File: src/hdl/rid_pkg.sv
// ============================================================================
// rid_pkg: shared types for the restoring integer divider
// Flag bundle that travels alongside each request through the divider array.
// ============================================================================
`default_nettype none

package rid_pkg;

  // Per-request side information, fixed at the front and used at the back
  typedef struct packed {
    logic neg;    // operand signs differ, negate the quotient
    logic dzero;  // divisor is zero, force quotient to zero
  } rid_flags_t;

endpackage : rid_pkg

`default_nettype wire

File: src/hdl/rid_post.sv
// ============================================================================
// rid_post: quotient fix-up and output register
// Applies the zero-divisor rule and sign correction, holds the result.
// ============================================================================
`default_nettype none

module rid_post import rid_pkg::*; #(
  parameter int unsigned DataWidth = 32
) (
  input  wire logic                 clk_i,
  input  wire logic                 rst_ni,
  input  wire logic                 valid_i,
  output      logic                 ready_o,
  input  wire logic [DataWidth-1:0] work_i,
  input  wire rid_flags_t           flags_i,
  output      logic                 valid_o,
  input  wire logic                 stall_i,
  output      logic [DataWidth-1:0] quotient_o
);

  logic                 valid_q;
  logic [DataWidth-1:0] quot_q, quot_d;

  assign ready_o = !valid_q || !stall_i;

  always_comb begin
    if (flags_i.dzero) begin
      quot_d = '0;
    end else if (flags_i.neg) begin
      quot_d = ~work_i + 1'b1;
    end else begin
      quot_d = work_i;
    end
  end

  always_ff @(posedge clk_i or negedge rst_ni) begin
    if (!rst_ni) begin
      valid_q <= 1'b0;
    end else if (ready_o) begin
      valid_q <= valid_i;
    end
  end

  always_ff @(posedge clk_i) begin
    if (valid_i && ready_o) begin
      quot_q <= quot_d;
    end
  end

  assign valid_o    = valid_q;
  assign quotient_o = quot_q;

endmodule : rid_post

`default_nettype wire

File: config.mk
export PLATFORM = sky130hd
export DESIGN_NAME = rid_post
export DESIGN_NICKNAME = d
export VERILOG_FILES = /design/src/hdl/rid_pkg.sv /design/src/hdl/rid_post.sv
export SDC_FILE = /design/constraint.sdc
export NUM_CORES = 1
export LEC_CHECK = 0
export ABC_AREA = 1
export BUFFER_PORTS_ARGS = -buffer_cell sky130_fd_sc_hd__buf_4
export CORE_ASPECT_RATIO = 0.7
export CORE_UTILIZATION = 44
export DETAILED_ROUTE_END_ITERATION = 7
export GPL_TIMING_DRIVEN = 0
export PLACE_DENSITY = 0.71
export SLEW_MARGIN = 0
export SYNTH_ARGS = -nofsm -noshare
export SYNTH_HDL_FRONTEND = slang
export SYNTH_SLANG_ARGS = --single-unit
export TNS_END_PERCENT = 1
File: constraint.sdc
create_clock -name clk_i -period 3.1 [get_ports clk_i]
set_clock_uncertainty 0.15 [all_clocks]
set_input_delay 0.465 -clock clk_i [delete_from_list [all_inputs] [get_ports clk_i]]
set_output_delay 0.465 -clock clk_i [all_outputs]
set_load 0.02 [all_outputs]
==> Word-level counts from Yosys, hierarchy flattened <==
Cells that the tools add are included.
{ "word_totals": {"regBits": 33, "input_bits": 38, "elab_cells": 9, "out_inout_bits": 34} }
{ "classes": {"bitwise_logic": 1, "muxes": 1, "n_addsub": 1, "reduce_logical": 4} }
{ "ops": {"columns": ["cell", "count"], "rows": [
  ["adder 32 x 1 -> 32 bit, second input constant", 1],
  ["2-to-1 mux 32 bit", 1],
  ["NOT 32 bit", 1],
  ["logical NOT 1 bit", 2],
  ["logical AND 1 bit", 1],
  ["logical OR 1 bit", 1]
]} }

==> Depth between registers and ports, before layout <==
{ "depth": {"depth_word": 3, "mapped_depth": 10, "depth_no_buf": 10} }

==> Worst setup path before layout <==
OpenSTA, ideal clock, no wires.
{ "synth_path": {"kind": "register to register", "from": "register valid_q, in the netlist valid_o", "to": "register quot_q[0], in the netlist quotient_o[0], enable pin", "arrival_ns": 2.095, "t_required_ns": 2.518, "synth_period_minus_slack_ns": 2.677, "n_path_buf": 0, "setup_ns": 0.432, "path_slack_ns": 0.423, "path_stages_with_launch": 2, "path_cell_list": "dfrtp_1 -> a21oi_1"} }
{ "synth_via": {"elab_chain_len": 3} }
{ "synth_rtl": {"columns": ["item", "line", "rtl"], "rows": [
  ["start: declaration", "rid_post.sv:21", "logic valid_q;"],
  ["start signal: assignment", "rid_post.sv:40", "valid_q <= valid_i;"],
  ["logical NOT 1 bit", "rid_post.sv:24", "assign ready_o = !valid_q || !stall_i;"],
  ["logical OR 1 bit", "rid_post.sv:24", null],
  ["logical AND 1 bit", "rid_post.sv:45", "if (valid_i && ready_o) begin"],
  ["end signal: assignment", "rid_post.sv:46", "quot_q <= quot_d;"],
  ["end: declaration", "rid_post.sv:22", "logic [DataWidth-1:0] quot_q, quot_d;"]
]} }
No other way between the ends.
A chain may end at the register's enable or synchronous reset.

==> Worst setup path after layout <==
{ "layout_path": {"from": "input work_i[0]", "to": "register quot_q[24], in the netlist quotient_o[24], data pin"} }
{ "layout_via": {"elab_chain_len": 3} }
{ "layout_rtl": {"columns": ["item", "line", "rtl"], "rows": [
  ["start: declaration", "rid_post.sv:14", "input wire logic [DataWidth-1:0] work_i,"],
  ["NOT 32 bit", "rid_post.sv:30", "quot_d = ~work_i + 1'b1;"],
  ["adder 32 x 1 -> 32 bit", "rid_post.sv:30", null],
  ["2-to-1 mux 32 bit", "rid_post.sv:29", "end else if (flags_i.neg) begin"]
]} }
No other way between the ends.

==> key figures <==
Status
  – Status: completed

Floorplan
  – I/O pins: just over 70
  – Die width: 85.7 um
  – Initial Util: a little under half
  – Die Y-Extent: 60.6 um
  – Die area: 0.00519 mm2
  – Rows: 20
  – Core area: roughly 0.0045 mm2

Routing
  – Final WL: 5700 um
  – Drt via density: slightly below 5
  – DR vias: approximately 2200
  – Drt wl/cell: between 10 and 15 um
  – DRC errors left: 0
  – Initial DRC Count: approximately 110
  – DR pass1 iterations: 4
  – Antenna Nets Post-Route: 0

Pwr
  – Combinational share of power: between 20% and 30%
  – Clock power frac: roughly 38%
  – Cell Int Power: between 0.0009 and 0.001 W
  – PD cells: 438 mW/mm2
  – Sequential share of power: between 40% and 50%
  – Psw: 0.000336 W
  – Overall Power: approximately 0.0013 W
  – Sw Share: between 20% and 30%
  – Max IR drop VDD: 0.216 mV
  – Leakage Power: approximately 1.4 nW

Clocking
  – CTS Root Cell: clkbuf_8
  – Clock latency on the worst-skew pair: 0.29 ns
  – Max Root-Sink Buffers: 2
  – Hold Buf Count CTS: 1
  – Clock Sinks: 33
  – H-tree depth: 2
  – Clk slew on worst S/H paths: ~0.07 ns
  – Post-CTS Setup Bufs: 0
  – Number of CTS-inserted buffers: 5
  – Post-CTS sizing: 0
  – CTS tree: built

Final layout
  – Ant diodes: 0
  – Layout cells sized above 1: 26.2%
  – Layout Nets: about 420
  – Area growth from synthesis to layout: 36.7%
  – Leading cell type in the layout, fill and taps excluded: nand2_1
  – Most frequent cells in the layout: 82 x nand2_1, 75 x nor2_1, 71 x buf_4
  – Filler cell count: between 400 and 500

Placed design
  – Hpwl dp: 4480 um
  – Port buffer count: 70
  – RePlAce Congestion: 0.908

Synth
  – Top-area cell type share of the netlist area: around 45%
  – Adder-cell share of the synthesized area: less than 1%
  – Dominant cell type by area after synthesis: edfxtp_1
  – Syn Std Cell Area: between 0.002 and 0.0025 mm2
  – Netlist cell types: 20
  – Sequential-to-total area share from yosys stat: 45.7%
  – Mux cell area share after synthesis: 0%
  – Post-Synthesis Cells: 306
  – Post-synthesis register bit count: 33
  – Post-Synth Simple-Gate Area: 36.9%
  – Syn avg cell area: 7.05 um2
  – Largest family of logic cells by synthesized area: simple AND/OR/NAND/NOR gates
  – Post-synthesis compound-gate area fraction: 9.51%
  – Post-Syn Nets: 345
  – Xor/xnor share of the synthesized area: 0%
  – Synth warnings: 0
  – Main area contributors after synthesis: edfxtp_1 45%, nand2_1 14%, nor2_1 13%

Timing
  – Final hold slack: between 0.2 and 0.3 ns
  – Rel. slew slack: between 50% and 60%
  – Unrepaired setup endpoints after global routing: false
  – Slew Limit Fails: 0
  – Final setup vio count: 0
  – Worst-Margin Slew: about 0.61 ns
  – Fmax: about 600 MHz
  – Final period util: a little over half
  – Final hold violations: 0
  – Period minus WS final: 1.66 ns

Hold path
  – Worst min path class: input port to flop

Critical path
  – CP endpoint kind: flop
  – Crit path max fanout: 5
  – Crit path kind: input port to flop
  – CP Data Arrival Time: roughly 1.6 ns
  – Critical path required time: around 3.0 ns
  – Critical path startpoint category: input port

Global routing
  – Tot GR Track Use: 23.5%
  – Largest net degree at the start of global routing: 18
  – First-pass GRT wire length: slightly above 9000 um
  – Global route overflow: 0
  – Antenna violations before repair: 0
  – Vias in the first global route: 1889

Run
  – Max-cap violation count: 0
-- cell usage after synthesis --
master / n
ha_1: 1
buf_4: 1
nor2_4: 1
nor2_1: 75
dfrtp_1: 1
nand3_1: 18
buf_2: 5
edfxtp_1: 32
a21oi_1: 26
inv_2: 2
nand3_2: 1
o21ai_0: 12
nor2_2: 4
nand2_2: 7
buf_1: 1
inv_1: 30
nor3_1: 4
o21a_1: 2
nand2_1: 82
nand3b_1: 1
-- per-stage QoR --
stage	util, %	setup WS (ns)	cells	setup TNS [ns]	area [um2]
finish	65.1	1.44	452	0	2950
global route	65.1	1.33	452	0	2950
CTS	65.1	1.44	452	0	2950
detailed placement	61.9	1.13	443	0	2800
global placement	61.0	-0.264	442	-8.36	2770
floorplan	-	0.423	306	0	2160
-- flip-flops by register name, indices dropped and copies added (netlist names) --
name / cells
quotient_o: 32
valid_o: 1
-- path summary, 6_finish.rpt --
kind / start / to / slack, ns / depth (start not counted)
hold reg to reg: valid_o$_DFFE_PN0N_ / valid_o$_DFFE_PN0N_ / 0.43 / 2
hold / removal: valid_i / valid_o$_DFFE_PN0N_ / 0.25 / 3
setup / recovery: work_i[0] / quotient_o[24]$_SDFFCE_PP0P_ / 1.44 / 10
max in group asynchronous: rst_ni / valid_o$_DFFE_PN0N_ / 2.39 / 2
min in group asynchronous: rst_ni / valid_o$_DFFE_PN0N_ / 0.33 / 2
setup reg to reg: valid_o$_DFFE_PN0N_ / quotient_o[3]$_SDFFCE_PP0P_ / 1.47 / 2
-- power by group through the flow --
stage	logic, W	clock network, W	registers [W]
after floorplan	0.000106	0	0.000580
after global placement	0.000258	0	0.000544
after detailed placement	0.000268	0	0.000543
after CTS	0.000270	0.000488	0.000534
after global routing	0.000298	0.000510	0.000536
final	0.000271	0.000487	0.000533
-- worst max-delay path, stage by stage --
cell and delay [ns]:
buf_4 0.11, inv_1 0.10, ha_1 0.19, nand2_2 0.10, nor2_4 0.18, nand2_1 0.12
nand2_1 0.10, nand3_1 0.07, nand2_1 0.07, nor2_1 0.05
-- layer usage --
metal / track usage, % / up-vias / share of wire (%)
met5: 0 / - / 0
met4: 4.29 / 0 / 0.54
met3: 4.63 / 7 / 5.9
met2: 35.5 / 79 / 41
met1: 35.5 / 952 / 53
li1: - / 1142 / -
-- layout make-up --
class / instances / area, um2 / area share (%)
clock buffer: 5 / 68.8 / 2.33
sequential: 33 / 986 / 33.4
timing repair buffer: 72 / 563 / 19.1
clock inverter: 3 / 65.1 / 2.21
multi-input combinational: 234 / 1030 / 34.8
tap: 66 / 82.6 / 2.80
buffer: 7 / 36.3 / 1.23
inverter: 32 / 120 / 4.07
-- cells by family after synthesis --
| logic type | Yosys count |
|---|---|
| simple gates | 193 |
| compound gates | 40 |
| buf+inv | 39 |
| flops | 33 |
| fa+ha+maj | 1 |
No activity file was read; power rests on OpenSTA's default activity.
