$ cat config.mk
export PLATFORM = sky130hd
export DESIGN_NAME = rid_prep
export DESIGN_NICKNAME = d
export VERILOG_FILES = /design/src/hdl/rid_pkg.sv /design/src/hdl/rid_prep.sv
export SDC_FILE = /design/constraint.sdc
export NUM_CORES = 1
export LEC_CHECK = 0
export ABC_AREA = 1
export BUFFER_PORTS_ARGS = -buffer_cell sky130_fd_sc_hd__buf_2
export CAP_MARGIN = 20
export CORE_ASPECT_RATIO = 2
export CORE_MARGIN = 5
export CORE_UTILIZATION = 50
export CTS_CLUSTER_SIZE = 8
export DETAILED_ROUTE_END_ITERATION = 8
export GPL_TIMING_DRIVEN = 0
export PLACE_DENSITY = 0.82
export SYNTH_ARGS = -nofsm -noshare
export SYNTH_HDL_FRONTEND = slang
export SYNTH_SLANG_ARGS = --single-unit
$ cat constraint.sdc
create_clock -name clk_i -period 5.6 [get_ports clk_i]
set_input_delay 0.56 -clock clk_i [delete_from_list [all_inputs] [get_ports clk_i]]
set_output_delay 0.56 -clock clk_i [all_outputs]
set_load 0.1 [all_outputs]
$ cat src/hdl/rid_pkg.sv
// ============================================================================
// rid_pkg: shared types for the restoring integer divider
// Flag bundle that travels alongside each request through the divider array.
// ============================================================================
`default_nettype none

package rid_pkg;

  // Per-request side information, fixed at the front and used at the back
  typedef struct packed {
    logic neg;    // operand signs differ, negate the quotient
    logic dzero;  // divisor is zero, force quotient to zero
  } rid_flags_t;

endpackage : rid_pkg

`default_nettype wire

$ cat src/hdl/rid_prep.sv
// ============================================================================
// rid_prep: operand front stage
// Takes magnitudes of signed operands and registers them for the cell array.
// ============================================================================
`default_nettype none

module rid_prep import rid_pkg::*; #(
  parameter int unsigned DataWidth = 32
) (
  input  wire logic                 clk_i,
  input  wire logic                 rst_ni,
  input  wire logic                 valid_i,
  output      logic                 ready_o,
  input  wire logic                 kind_i,
  input  wire logic [DataWidth-1:0] numerator_i,
  input  wire logic [DataWidth-1:0] divisor_i,
  output      logic                 valid_o,
  input  wire logic                 ready_i,
  output      logic [DataWidth-1:0] rem_o,
  output      logic [DataWidth-1:0] work_o,
  output      logic [DataWidth-1:0] den_o,
  output      rid_flags_t           flags_o
);

  logic                 valid_q;
  logic [DataWidth-1:0] work_q, work_d;
  logic [DataWidth-1:0] den_q, den_d;
  rid_flags_t           flags_q, flags_d;
  logic                 num_neg, den_neg;

  assign ready_o = !valid_q || ready_i;

  always_comb begin
    num_neg       = kind_i & numerator_i[DataWidth-1];
    den_neg       = kind_i & divisor_i[DataWidth-1];
    work_d        = num_neg ? (~numerator_i + 1'b1) : numerator_i;
    den_d         = den_neg ? (~divisor_i + 1'b1) : divisor_i;
    flags_d.neg   = num_neg ^ den_neg;
    flags_d.dzero = (divisor_i == '0);
  end

  always_ff @(posedge clk_i or negedge rst_ni) begin
    if (!rst_ni) begin
      valid_q <= 1'b0;
    end else if (ready_o) begin
      valid_q <= valid_i;
    end
  end

  always_ff @(posedge clk_i) begin
    if (valid_i && ready_o) begin
      work_q  <= work_d;
      den_q   <= den_d;
      flags_q <= flags_d;
    end
  end

  assign valid_o = valid_q;
  assign rem_o   = '0;
  assign work_o  = work_q;
  assign den_o   = den_q;
  assign flags_o = flags_q;

endmodule : rid_prep

`default_nettype wire

Yosys cells after proc, flatten, opt, wreduce, memory -nomap -nowiden

Index checks and enable logic that the tools add are counted.
Widths: inputs -> output; s select.

Memory bits (read-only): 0
Memories kept: 0
Logic and storage cells: 18
Memory bits (writable): 0
Flip-flop bits (word level): 67
Latch bits: 0
Output and inout port bits: 100

Add/subtract/negate cells: 2
Div/mod/pow operators: 0
Multiplexer cells: 2
Magnitude comparators: 0
Reductions and logical operators: 4
Shift-type cells: 0
Multipliers: 0
Equality and inequality tests: 0
Bitwise logic cells: 5

Operator list:

| operator              | count |
|---|---|
| $add 32x1->32 const B | 2 |
| $mux 32               | 2 |
| $not 32->32           | 2 |
| $logic_not 32->1      | 1 |
| $and 1x1->1           | 2 |
| $logic_and 1x1->1     | 1 |
| $logic_not 1->1       | 1 |
| $logic_or 1x1->1      | 1 |
| $xor 1x1->1           | 1 |

Longest topological paths before layout

Depth after elaboration: 3
Gate-level depth with buffers: 9
Mapped depth without buffers: 9

Worst setup path before layout

No wires, ideal clock.

Path type: register -> register
Start: register valid_q, in the netlist valid_o
End: register den_q[0], in the netlist den_o[0], enable pin
Clock period less this slack: 4.643 ns
Path slack: 0.957 ns
Stages on the path, launching flop included: 2
Arrival: 4.132 ns
Library setup time: 0.511 ns
Cell sequence: dfrtp_1 -> a21oi_1

Longest elaborated chain between the ends: 3

Ends and longest elaborated chain:

| element                | RTL line       | text |
|---|---|---|
| start, declared        | rid_prep.sv:25 | `logic valid_q;` |
| start signal, assigned | rid_prep.sv:46 | `valid_q <= valid_i;` |
| $logic_not 1->1        | rid_prep.sv:31 | `assign ready_o = !valid_q \|\| ready_i;` |
| $logic_or 1x1->1       | rid_prep.sv:31 |  |
| $logic_and 1x1->1      | rid_prep.sv:51 | `if (valid_i && ready_o) begin` |
| end signal, assigned   | rid_prep.sv:53 | `den_q <= den_d;` |
| end, declared          | rid_prep.sv:27 | `logic [DataWidth-1:0] den_q, den_d;` |

No other way between the ends.
A chain may end at the register's enable or synchronous reset.

Worst setup path in the final report

Start: register valid_q, in the netlist valid_o
End: output port ready_o

Longest elaborated chain between the ends: 2

Ends and longest elaborated chain:

| element          | RTL line       | text |
|---|---|---|
| $logic_not 1->1  | rid_prep.sv:31 |  |
| $logic_or 1x1->1 | rid_prep.sv:31 |  |
| end, declared    | rid_prep.sv:13 | `output logic ready_o,` |

No other way between the ends.

==> impl_metrics.json <==
{
  "hp-class": "input pin to flip-flop",
  "htree_num_levels": 3,
  "synthSimpleGateAreaFrac_pct": 33.69,
  "diodes": 0,
  "syn_area_um2": 4349,
  "ctsResizeCount": 0,
  "clk_latency_ps": 330,
  "p_clk_share_pct": 31.5,
  "grt_max_degree": 30,
  "end_kind": "output port",
  "synth_mux_area_share_pct": 0,
  "drt_iter0_markers": 156,
  "grt_pass1_wl_mm": 20.59,
  "syn_avg_cell_area_um2": 7.794,
  "p_comb_share_pct": 34.2,
  "rsz0062_at_grt": "false",
  "dp_hpwl_mm": 10.84,
  "worstSetupEndpoint": "ready_o",
  "power.density_nw_per_um2": 315.9,
  "slew_headroom_pct": 59.62,
  "grt_usage_pct": 24.39,
  "ys_ff_latch": 67,
  "maxCapViolations": 0,
  "die-area_um2": 10780,
  "yosys_warnings": 0,
  "crit_type": "flip-flop to output port",
  "cp-start-kind": "flip-flop",
  "hold_buffers": 1,
  "final_common_cell": "nand2_1",
  "period_share_pct": 33.33,
  "overflow": 0,
  "cts_tree": "built",
  "rows": 48,
  "fp.dieW_um": 75.95,
  "cts_setup_buffers": 0,
  "fmax_mhz": 535.8,
  "synthXorXnorAreaFrac_pct": 5.639,
  "worst_pin_slew_ps": 604.3,
  "outcome": "complete, no violations",
  "nFillCells": 760,
  "critical_path_required_ps": 5040,
  "core_area_um2": 8588,
  "hold_viol_final": 0,
  "dp.cells": 827,
  "wire_per_inst_um": 15.37,
  "port_buffers": 136,
  "final_area_um2": 5634,
  "synth_top_family_by_area": "simple AND/OR/NAND/NOR gates",
  "fp.dieH_um": 141.9,
  "ant_nets": 0,
  "peakVddDrop_mv": 0.1914,
  "synth-compound-area-share_pct": 3.395,
  "cts_root_buf": "clkbuf_16",
  "clk_pin_slew_worst_paths_ps": 60,
  "cts_sinks": 67,
  "drt_pass1_iterations": 5,
  "synth_cell_type_count": 25,
  "layout.cells.non_filler": 844,
  "slew_viol_final": 0,
  "p_switching_mw": 0.7250,
  "syn_to_final_growth_pct": 29.55,
  "path_max_fanout": 3,
  "r2r_setup_slack_ps": 4060,
  "worstReg2RegStart": "valid_o$_DFFE_PN0N_",
  "placed_area_um2": 5330,
  "grt_pass1_vias": 4393,
  "num_vias": 4140,
  "r2r-end": "work_o[26]$_DFFE_PP_",
  "post-route-drc-count": 0,
  "p_leak_nw": 2.729,
  "swShare_pct": 40.74,
  "synth_top_area_cell": "edfxtp_1",
  "p_int_mw": 1.055,
  "mostFrequentLayoutCells": "nand2_1 (190), buf_2 (140), nor2_1 (92)",
  "gp_congestion": 0.9286,
  "clock_path_buffers": 2,
  "start_util_pct": 50.64,
  "fin_skew_ps": 4.357,
  "holdWs_ps": 419.7,
  "synth_top_area_share_pct": 45.57,
  "detail_route.vias_per_cell": 4.905,
  "final_layout_size_suffix_gt1_share_pct": 30.11,
  "seq_area_frac_synth_pct": 46.14,
  "fin_crit_ps": 1867,
  "synthAdderAreaFrac_pct": 0.5754,
  "netlist_instances": 558,
  "worstPathArrival_ps": 1310,
  "cp-startpoint": "valid_o$_DFFE_PN0N_",
  "rr_worst_depth": 2,
  "pwr-share-seq_pct": 34.3,
  "final-setup-viol-count": 0,
  "ios": 169,
  "synthTopCellsByArea": "edfxtp_1 (46%), nand2_1 (16%), nor2_1 (7.9%)",
  "wl_mm": 12.97,
  "cts_buffers": 9,
  "fin_nets": 810,
  "antenna_found_initial": 0
}
==> how the worst min path moves through the flow <==
stage / from / endpoint / cells after the start
2_1_floorplan: rst_ni / valid_o$_DFFE_PN0N_ / 0
3_3_place_gp: rst_ni / valid_o$_DFFE_PN0N_ / 1
3_5_place_dp: rst_ni / valid_o$_DFFE_PN0N_ / 1
4_1_cts: divisor_i[0] / den_o[0]$_DFFE_PP_ / 1
5_1_grt: divisor_i[0] / den_o[0]$_DFFE_PP_ / 1
6_report: divisor_i[0] / den_o[0]$_DFFE_PP_ / 1
==> cells in the mapped netlist (all sizes together) <==
| cell type | instances |
|---|---|
| a21oi | 6 |
| buf | 38 |
| conb | 1 |
| dfrtp | 1 |
| edfxtp | 66 |
| ha | 2 |
| inv | 47 |
| nand2 | 195 |
| nand3 | 33 |
| nand3b | 2 |
| nand4 | 2 |
| nor2 | 114 |
| nor3 | 1 |
| o21ai | 22 |
| xnor2 | 15 |
| xor2 | 13 |
==> registers in the layout (all words and copies together) (netlist names) <==
signal,count
work_o,32
flags_o,2
valid_o,1
den_o,32
==> cells by family after synthesis <==
logic type / Yosys count
xor gates and xnor gates: 28
adders and majority gates: 2
DFF: 67
buffers and inverters: 85
AOI/OAI and AO/OA: 28
and+or+nand+nor: 347
other: 1
==> area by class of cell <==
cell class	count	area, um2	share of cell area (%)
Clock inverter	7	68.82	1.221
Buffer	38	279.0	4.952
Multi-Input combinational cell	437	2014	35.75
Sequential cell	67	2007	35.62
Inverter	47	176.4	3.131
Tap cell	100	125.1	2.221
Clock buffer	9	225.2	3.997
Timing Repair Buffer	139	738.2	13.10
==> per-stage QoR <==
| stage | worst slack (ps) | power (mW) | util [%] | setup TNS (ps) |
|---|---|---|---|---|
| 4_1_cts | 3707 | 1.789 | 65.60 | 0 |
| 3_5_place_dp | 3642 | 1.228 | 62.06 | 0 |
| 5_1_grt | 3670 | 1.844 | 65.60 | 0 |
| 6_report | 3733 | 1.780 | 65.60 | 0 |
| 2_1_floorplan | 956.9 | 1.112 | - | 0 |
| 3_3_place_gp | -87.44 | 1.218 | 61.38 | -5320 |
==> critical path, cell delays in order, from the launching register on <==
cell and delay [ps]:
dfrtp_1 420, nand2_1 110, buf_2 440
==> power groups by stage <==
stage          combinational, mW  sequential, mW  clock [mW]
5_1_grt                    0.638           0.614       0.592
2_1_floorplan              0.233           0.878           0
3_5_place_dp               0.607           0.621           0
3_3_place_gp               0.593           0.625           0
4_1_cts                    0.608           0.611       0.570
6_report                   0.608           0.610       0.561
==> metal layers <==
metal | global-route usage [%] | vias up | share of wire, %
met1 | 20.69 | 1856 | 31
met5 | 0 | - | 0
met3 | 6.099 | 39 | 5.7
met4 | 14.82 | 0 | 5.2
li1 | - | 2079 | -
met2 | 48.42 | 166 | 58
No activity file was read; power rests on OpenSTA's default activity.
