### src/hdl/rid_pkg.sv
// ============================================================================
// rid_pkg: shared types for the restoring integer divider
// Flag bundle that travels alongside each request through the divider array.
// ============================================================================
`default_nettype none

package rid_pkg;

  // Per-request side information, fixed at the front and used at the back
  typedef struct packed {
    logic neg;    // operand signs differ, negate the quotient
    logic dzero;  // divisor is zero, force quotient to zero
  } rid_flags_t;

endpackage : rid_pkg

`default_nettype wire

### src/hdl/rid_cell.sv
// ============================================================================
// rid_cell: one restoring division step
// Shifts in the next dividend bit, trial-subtracts the divisor, registers.
// ============================================================================
`default_nettype none

module rid_cell import rid_pkg::*; #(
  parameter int unsigned DataWidth = 32
) (
  input  wire logic                 clk_i,
  input  wire logic                 rst_ni,
  input  wire logic                 valid_i,
  output      logic                 ready_o,
  input  wire logic [DataWidth-1:0] rem_i,
  input  wire logic [DataWidth-1:0] work_i,
  input  wire logic [DataWidth-1:0] den_i,
  input  wire rid_flags_t           flags_i,
  output      logic                 valid_o,
  input  wire logic                 ready_i,
  output      logic [DataWidth-1:0] rem_o,
  output      logic [DataWidth-1:0] work_o,
  output      logic [DataWidth-1:0] den_o,
  output      rid_flags_t           flags_o
);

  logic                 valid_q;
  logic [DataWidth-1:0] rem_q, rem_d;
  logic [DataWidth-1:0] work_q, work_d;
  logic [DataWidth-1:0] den_q;
  rid_flags_t           flags_q;
  logic [DataWidth:0]   shifted;
  logic [DataWidth+1:0] diff;
  logic                 fits;

  assign ready_o = !valid_q || ready_i;

  // work holds unused dividend bits on top, quotient bits collect at the bottom
  always_comb begin
    shifted = {rem_i, work_i[DataWidth-1]};
    diff    = {1'b0, shifted} - {2'b00, den_i};
    fits    = !diff[DataWidth+1];
    rem_d   = fits ? diff[DataWidth-1:0] : shifted[DataWidth-1:0];
    work_d  = {work_i[DataWidth-2:0], fits};
  end

  always_ff @(posedge clk_i or negedge rst_ni) begin
    if (!rst_ni) begin
      valid_q <= 1'b0;
    end else if (ready_o) begin
      valid_q <= valid_i;
    end
  end

  always_ff @(posedge clk_i) begin
    if (valid_i && ready_o) begin
      rem_q   <= rem_d;
      work_q  <= work_d;
      den_q   <= den_i;
      flags_q <= flags_i;
    end
  end

  assign valid_o = valid_q;
  assign rem_o   = rem_q;
  assign work_o  = work_q;
  assign den_o   = den_q;
  assign flags_o = flags_q;

endmodule : rid_cell

`default_nettype wire

### config.mk
export PLATFORM = sky130hd
export DESIGN_NAME = rid_cell
export DESIGN_NICKNAME = d
export VERILOG_FILES = /design/src/hdl/rid_pkg.sv /design/src/hdl/rid_cell.sv
export SDC_FILE = /design/constraint.sdc
export NUM_CORES = 1
export LEC_CHECK = 0
export BUFFER_PORTS_ARGS = -buffer_cell sky130_fd_sc_hd__clkbuf_2
export CORE_AREA = 2 2 113 115
export DETAILED_ROUTE_END_ITERATION = 10
export DIE_AREA = 0 0 115 117
export PLACE_DENSITY = 0.81
export SLEW_MARGIN = 20
export SYNTH_ARGS = -nofsm -noshare
export SYNTH_HDL_FRONTEND = slang
export SYNTH_SLANG_ARGS = --single-unit
export TNS_END_PERCENT = 30
### constraint.sdc
create_clock -name clk_i -period 4.6 [get_ports clk_i]
set_clock_uncertainty 0.2 [all_clocks]
set_input_delay 0.23 -clock clk_i [delete_from_list [all_inputs] [get_ports clk_i]]
set_output_delay 0.23 -clock clk_i [all_outputs]
set_load 0.01 [all_outputs]
## Word level (Yosys, flattened, before mapping)

Index checks and enable logic that the tools add are counted.

- Add/sub/neg operators: 1
- $mul: 0
- Div/mod/pow operators: 0
- Order comparisons: 0
- Equal/unequal tests: 0
- Shift-type cells: 0
- Multiplexer cells: 1
- Bitwise gates (word level): 0
- Reductions and logical operators: 4

Operators with widths:

| cell | count |
|---|---|
| subtractor 33 x 32 -> 34 bit | 1 |
| 2-to-1 mux 32 bit | 1 |
| logical NOT 1 bit | 2 |
| logical AND 1 bit | 1 |
| logical OR 1 bit | 1 |

- Bits in registers: 99
- Latch bits: 0
- Memory bits (writable): 0
- Bits in read-only memories: 0
- Input bits: 102
- Output and inout bits: 100
- Word-level logic and storage cells: 12
- Memories kept: 0

## Longest topological paths before layout

- Word-level depth: 3
- Depth in mapped cells: 12
- Mapped depth without buffers: 12

## Least setup slack after synthesis

OpenSTA, ideal clock, no wires.

- Kind: register to register
- Start point: register valid_q (netlist: valid_o)
- End point: register den_q[0] (netlist: den_o[0]), enable pin
- Setup time: 0.468 ns
- Data arrival time: 2.872 ns
- Data required time: 3.932 ns
- Path slack: 1.060 ns
- Cell stages (with the launch flop): 3
- Buffers on the path: 0
- Clock period less this slack: 3.540 ns
- Path through: dfrtp_1 nand2b_1 and2_1

- Longest elaborated chain between the ends: 3

Ends and longest elaborated chain:

| element | line | source |
|---|---|---|
| start: declaration | rid_cell.sv:26 | `logic valid_q;` |
| start signal: assignment | rid_cell.sv:50 | `valid_q <= valid_i;` |
| logical NOT 1 bit | rid_cell.sv:35 | `assign ready_o = !valid_q \|\| ready_i;` |
| logical OR 1 bit | rid_cell.sv:35 |  |
| named net ready_o | rid_cell.sv:13 | `output logic ready_o,` |
| logical AND 1 bit | rid_cell.sv:55 | `if (valid_i && ready_o) begin` |
| end signal: assignment | rid_cell.sv:58 | `den_q <= den_i;` |
| end: declaration | rid_cell.sv:29 | `logic [DataWidth-1:0] den_q;` |

The timed path passes the listed nets, and every way through them passes these cells.
A chain may end at the register's enable or synchronous reset.

## Worst setup path after layout

- Start point: input port den_i[0]
- End point: register rem_q[30] (netlist: rem_o[30]), data pin

- Longest elaborated chain between the ends: 2

Ends and longest elaborated chain:

| element | line | source |
|---|---|---|
| start: declaration | rid_cell.sv:16 | `input wire logic [DataWidth-1:0] den_i,` |
| subtractor 33 x 32 -> 34 bit | rid_cell.sv:40 | `diff = {1'b0, shifted} - {2'b00, den_i};` |
| 2-to-1 mux 32 bit | rid_cell.sv:42 | `rem_d = fits ? diff[DataWidth-1:0] : shifted[DataWidth-1:0];` |
| named net rem_d[30] | rid_cell.sv:27 | `logic [DataWidth-1:0] rem_q, rem_d;` |
| end signal: assignment | rid_cell.sv:56 | `rem_q <= rem_d;` |
| end: declaration | rid_cell.sv:27 |  |

The timed path passes the listed nets, and every way through them passes these cells.

==> key figures <==
Status
  • Status: finished, violations left
  • Violated checks: negative hold slack

Logic synthesis
  • Area share of the largest cell type after synthesis: a little over half
  • FF+latch count, synth: 99
  • Average cell area after synthesis: between 10 and 15 µm²
  • Most repeated cell in the gate-level netlist after synthesis: sky130_fd_sc_hd__edfxtp_1
  • Commonest register cell after synthesis: sky130_fd_sc_hd__edfxtp_1
  • Register area share after synthesis: 54.9%
  • Count of distinct cell types in the synthesized netlist: 58
  • Nets in the synthesized netlist: ~560
  • Largest cells by area after synthesis: sky130_fd_sc_hd__edfxtp_1 (54%), sky130_fd_sc_hd__ha_1 (7.4%), sky130_fd_sc_hd__mux2_4 (7.2%)
  • Yosys warns: 0
  • Fraction of registers with async set or reset after synthesis: 1.01%
  • Number of synthesized flops with an enable pin: between 90 and 100
  • Cell type contributing the most total cell area after synthesis: sky130_fd_sc_hd__edfxtp_1
  • Most instantiated cells after synthesis: sky130_fd_sc_hd__edfxtp_1 (98), sky130_fd_sc_hd__inv_1 (40), sky130_fd_sc_hd__ha_1 (32)
  • Gate Count Post-Synth: around 420
  • Syn Std Cell Area: approximately 0.0054 mm²

Routing
  • Number of iterations in the first detailed-routing pass: 4
  • Remaining design rule violation count: 0
  • Average vias per placed instance: about 5.2
  • WL/cell: 17.0 µm
  • First-iteration detailed-routing DRC count: about 300
  • Detailed-route wire length: approximately 15,000 µm
  • Total number of vias: 4,436
  • Antenna viol nets, final: 0

Pwr
  • Maximum VDD drop: about 0.15 mV
  • Sequential Power Share: 44.8%
  • Switching power total: ~690 µW
  • Net Sw Frac: approximately 28%
  • Part of the power in combinational logic: 25.6%
  • Clock share of power: 29.6%
  • Total power density per cell area: 325 mW/mm²
  • Leakage power: ~3.4 nW
  • Internal power summed over all cells: approximately 1.8 mW

STA
  • Slew Limit Headroom: approximately 38%
  • Final critical delay including setup and external delays: around 3700 ps
  • Setup repair after global routing missed its margin: false
  • Setup-failing EPs final: 0
  • Total count of hold-check failures in the final report: 1
  • Final period utilization: 79.8%
  • Highest attainable clock frequency: about 270 MHz
  • Tightest Pin Transition: around 930 ps
  • Setup tns final: 0 ps
  • Final Hold Slack: -6.42 ps
  • Number of max-slew violations in the final report: 0

Clocking
  • Number of buffers inserted by post-CTS setup repair: 0
  • # hold bufs at CTS: 72
  • Clock-pin transition on the worst setup and hold timing paths: approximately 70 ps
  • TritonCTS Buffers: 9
  • Cts repair resizes: 0
  • Clock tree from TritonCTS: yes
  • Clock root buffer: sky130_fd_sc_hd__clkbuf_16
  • Maximum buffer depth of the clock tree: 2
  • Number of H-tree levels: 3
  • # clock sinks: 99
  • Clock insertion delay at the later pin of the skew report: roughly 350 ps

Global route
  • Sum of overflow across all layers after global routing: 0
  • Vias in the first global route: around 4,400
  • Maximum number of pins on one net before global-route repair: roughly 70
  • Antenna violations before repair: 0
  • Wire length of the first global-routing pass: 21,400 µm
  • Global-route usage over all layers: 20.7%

Die
  • Standard-cell row count: just over 40
  • Effective utilization at floorplan: approximately 44%
  • Total Die Area: around 0.013 mm²
  • Number of top-level pins: about 200
  • Die outline width: around 120 µm
  • CORE AREA: 0.0123 mm²
  • Die Height: 117 µm

Finish
  • Total area of sequential cells: 0.00297 mm²
  • Fin nets: between 800 and 900
  • Filler cell count in the final layout: just over 900
  • Total area of multi-input combinational cells: about 0.0022 mm²
  • Fraction of layout cells with a size suffix above 1: a little under two fifths
  • Core Util, Final: between 60% and 70%
  • Final Cell Area: 0.00757 mm²
  • Number of antenna repair diodes: 0
  • Layout overhead on the synthesized area: 40.1%

Place
  • Global placer's final weighted congestion: approximately 0.84
  • Number of I/O port buffers: roughly 200
  • Total placed instance area: 0.00656 mm²
  • Hpwl dp: just over 10,000 µm

Min path
  • Start point of the worst min-delay path: ready_i
  • Class of the tightest hold or removal check: in2reg

Critical path
  • CP Max Fanout: 4
  • Arrival time of the worst setup path: between 3000 and 4000 ps
  • Critical Path Sink Type: flip-flop
  • Required time at the endpoint of the critical path: around 4500 ps
  • Reg-to-Reg Start: valid_o$_DFFE_PN0N_
  • Kind of start point of the critical path: primary input
  • Crit path from: den_i[0]
  • Worst Path Class, Setup: in2reg

Run
  • Max cap viols: 0
[power by group through the flow]
stage	registers, mW	logic [mW]	clock network, mW
3_3_place_gp	1.12	0.557	0
5_1_grt	1.11	0.684	0.772
6_report	1.10	0.630	0.730
3_5_place_dp	1.12	0.572	0
4_1_cts	1.10	0.624	0.744
2_1_floorplan	1.16	0.354	0
[routing by layer]
metal	up-vias	wire length [µm]	track usage [%]
met5	-	0	0
met4	0	234	7.23
met3	27	1100	5.51
met2	170	7410	37.5
met1	2090	5840	23.7
li1	2149	-	-
[layout make-up]
type | instances | share of cell area, %
Multi-Input combinational cell | 277 | 29.3
Clock inverter | 7 | 0.793
Tap cell | 150 | 2.48
Sequential cell | 99 | 39.2
Clock buffer | 9 | 2.97
Timing Repair Buffer | 276 | 23.3
Inverter | 40 | 1.98
[through the flow]
stage               power, mW  cells  setup slack (ps)
floorplan                1.51    422              1060
global placement         1.68    769              1150
detailed placement       1.70    769              1080
CTS                      2.47    857               917
global route             2.57    858               750
finish                   2.46    858               930
[logic make-up (layout without fill, tap and decap cells)]
logic type / Yosys count / count (layout) / share of synthesized area, %
AO/OA/AOI/OAI: 102 / 102 / 12.9
flip-flops: 99 / 99 / 54.9
AND/OR/NAND/NOR: 86 / 86 / 8.10
buffers and inverters: 46 / 332 / 4.10
adder cells (fa/ha/maj): 33 / 33 / 7.78
multiplexers: 32 / 32 / 8.38
XOR/XNOR: 24 / 24 / 3.89
[cells in the final DEF, fill, tap and decap left out, drive strengths merged, types with 2 or more instances in the layout]
master,n
nand2,24
nor3,9
mux2i,4
a311oi,2
o21bai,5
and2,4
nand3,4
nor4,2
mux2,28
a211oi,3
o211ai,3
a31oi,5
or3,2
clkbuf,210
xnor2,17
edfxtp,98
ha,32
inv,43
nand4,2
nand2b,7
o31ai,7
dlygate4sd3,73
nor2b,4
a21oi,30
o21ai,19
buf,2
a21boi,4
a21o,7
o21a,5
nor2,16
and3,9
clkinv,3
or2,2
a41oi,2
xor2,7
[critical path: stages]
cell	delay (ps)
sky130_fd_sc_hd__dlygate4sd3_1	520
sky130_fd_sc_hd__clkbuf_2	110
sky130_fd_sc_hd__ha_1	170
sky130_fd_sc_hd__inv_1	60
sky130_fd_sc_hd__fa_1	420
sky130_fd_sc_hd__a211oi_1	390
sky130_fd_sc_hd__o211a_1	240
sky130_fd_sc_hd__o31ai_1	120
sky130_fd_sc_hd__a21oi_1	370
sky130_fd_sc_hd__o21ai_0	230
sky130_fd_sc_hd__a311oi_1	340
sky130_fd_sc_hd__nor3_1	110
sky130_fd_sc_hd__mux2_4	260
[sequential cells by signal, indices dropped and copies added, names as in the netlist]
signal and flops:
flags_o 2, rem_o 32, den_o 32, work_o 32, valid_o 1
[final timing paths]
check,endpoint,slack [ps],depth (start not counted)
setup / recovery,rem_o[30]$_DFFE_PP_,930,13
hold / removal,valid_o$_DFFE_PN0N_,-6,3
setup reg to reg,rem_o[3]$_DFFE_PP_,2180,3
hold reg to reg,valid_o$_DFFE_PN0N_,380,2
max in group asynchronous,valid_o$_DFFE_PN0N_,3600,3
min in group asynchronous,valid_o$_DFFE_PN0N_,500,3
No activity file was read; power rests on OpenSTA's default activity.
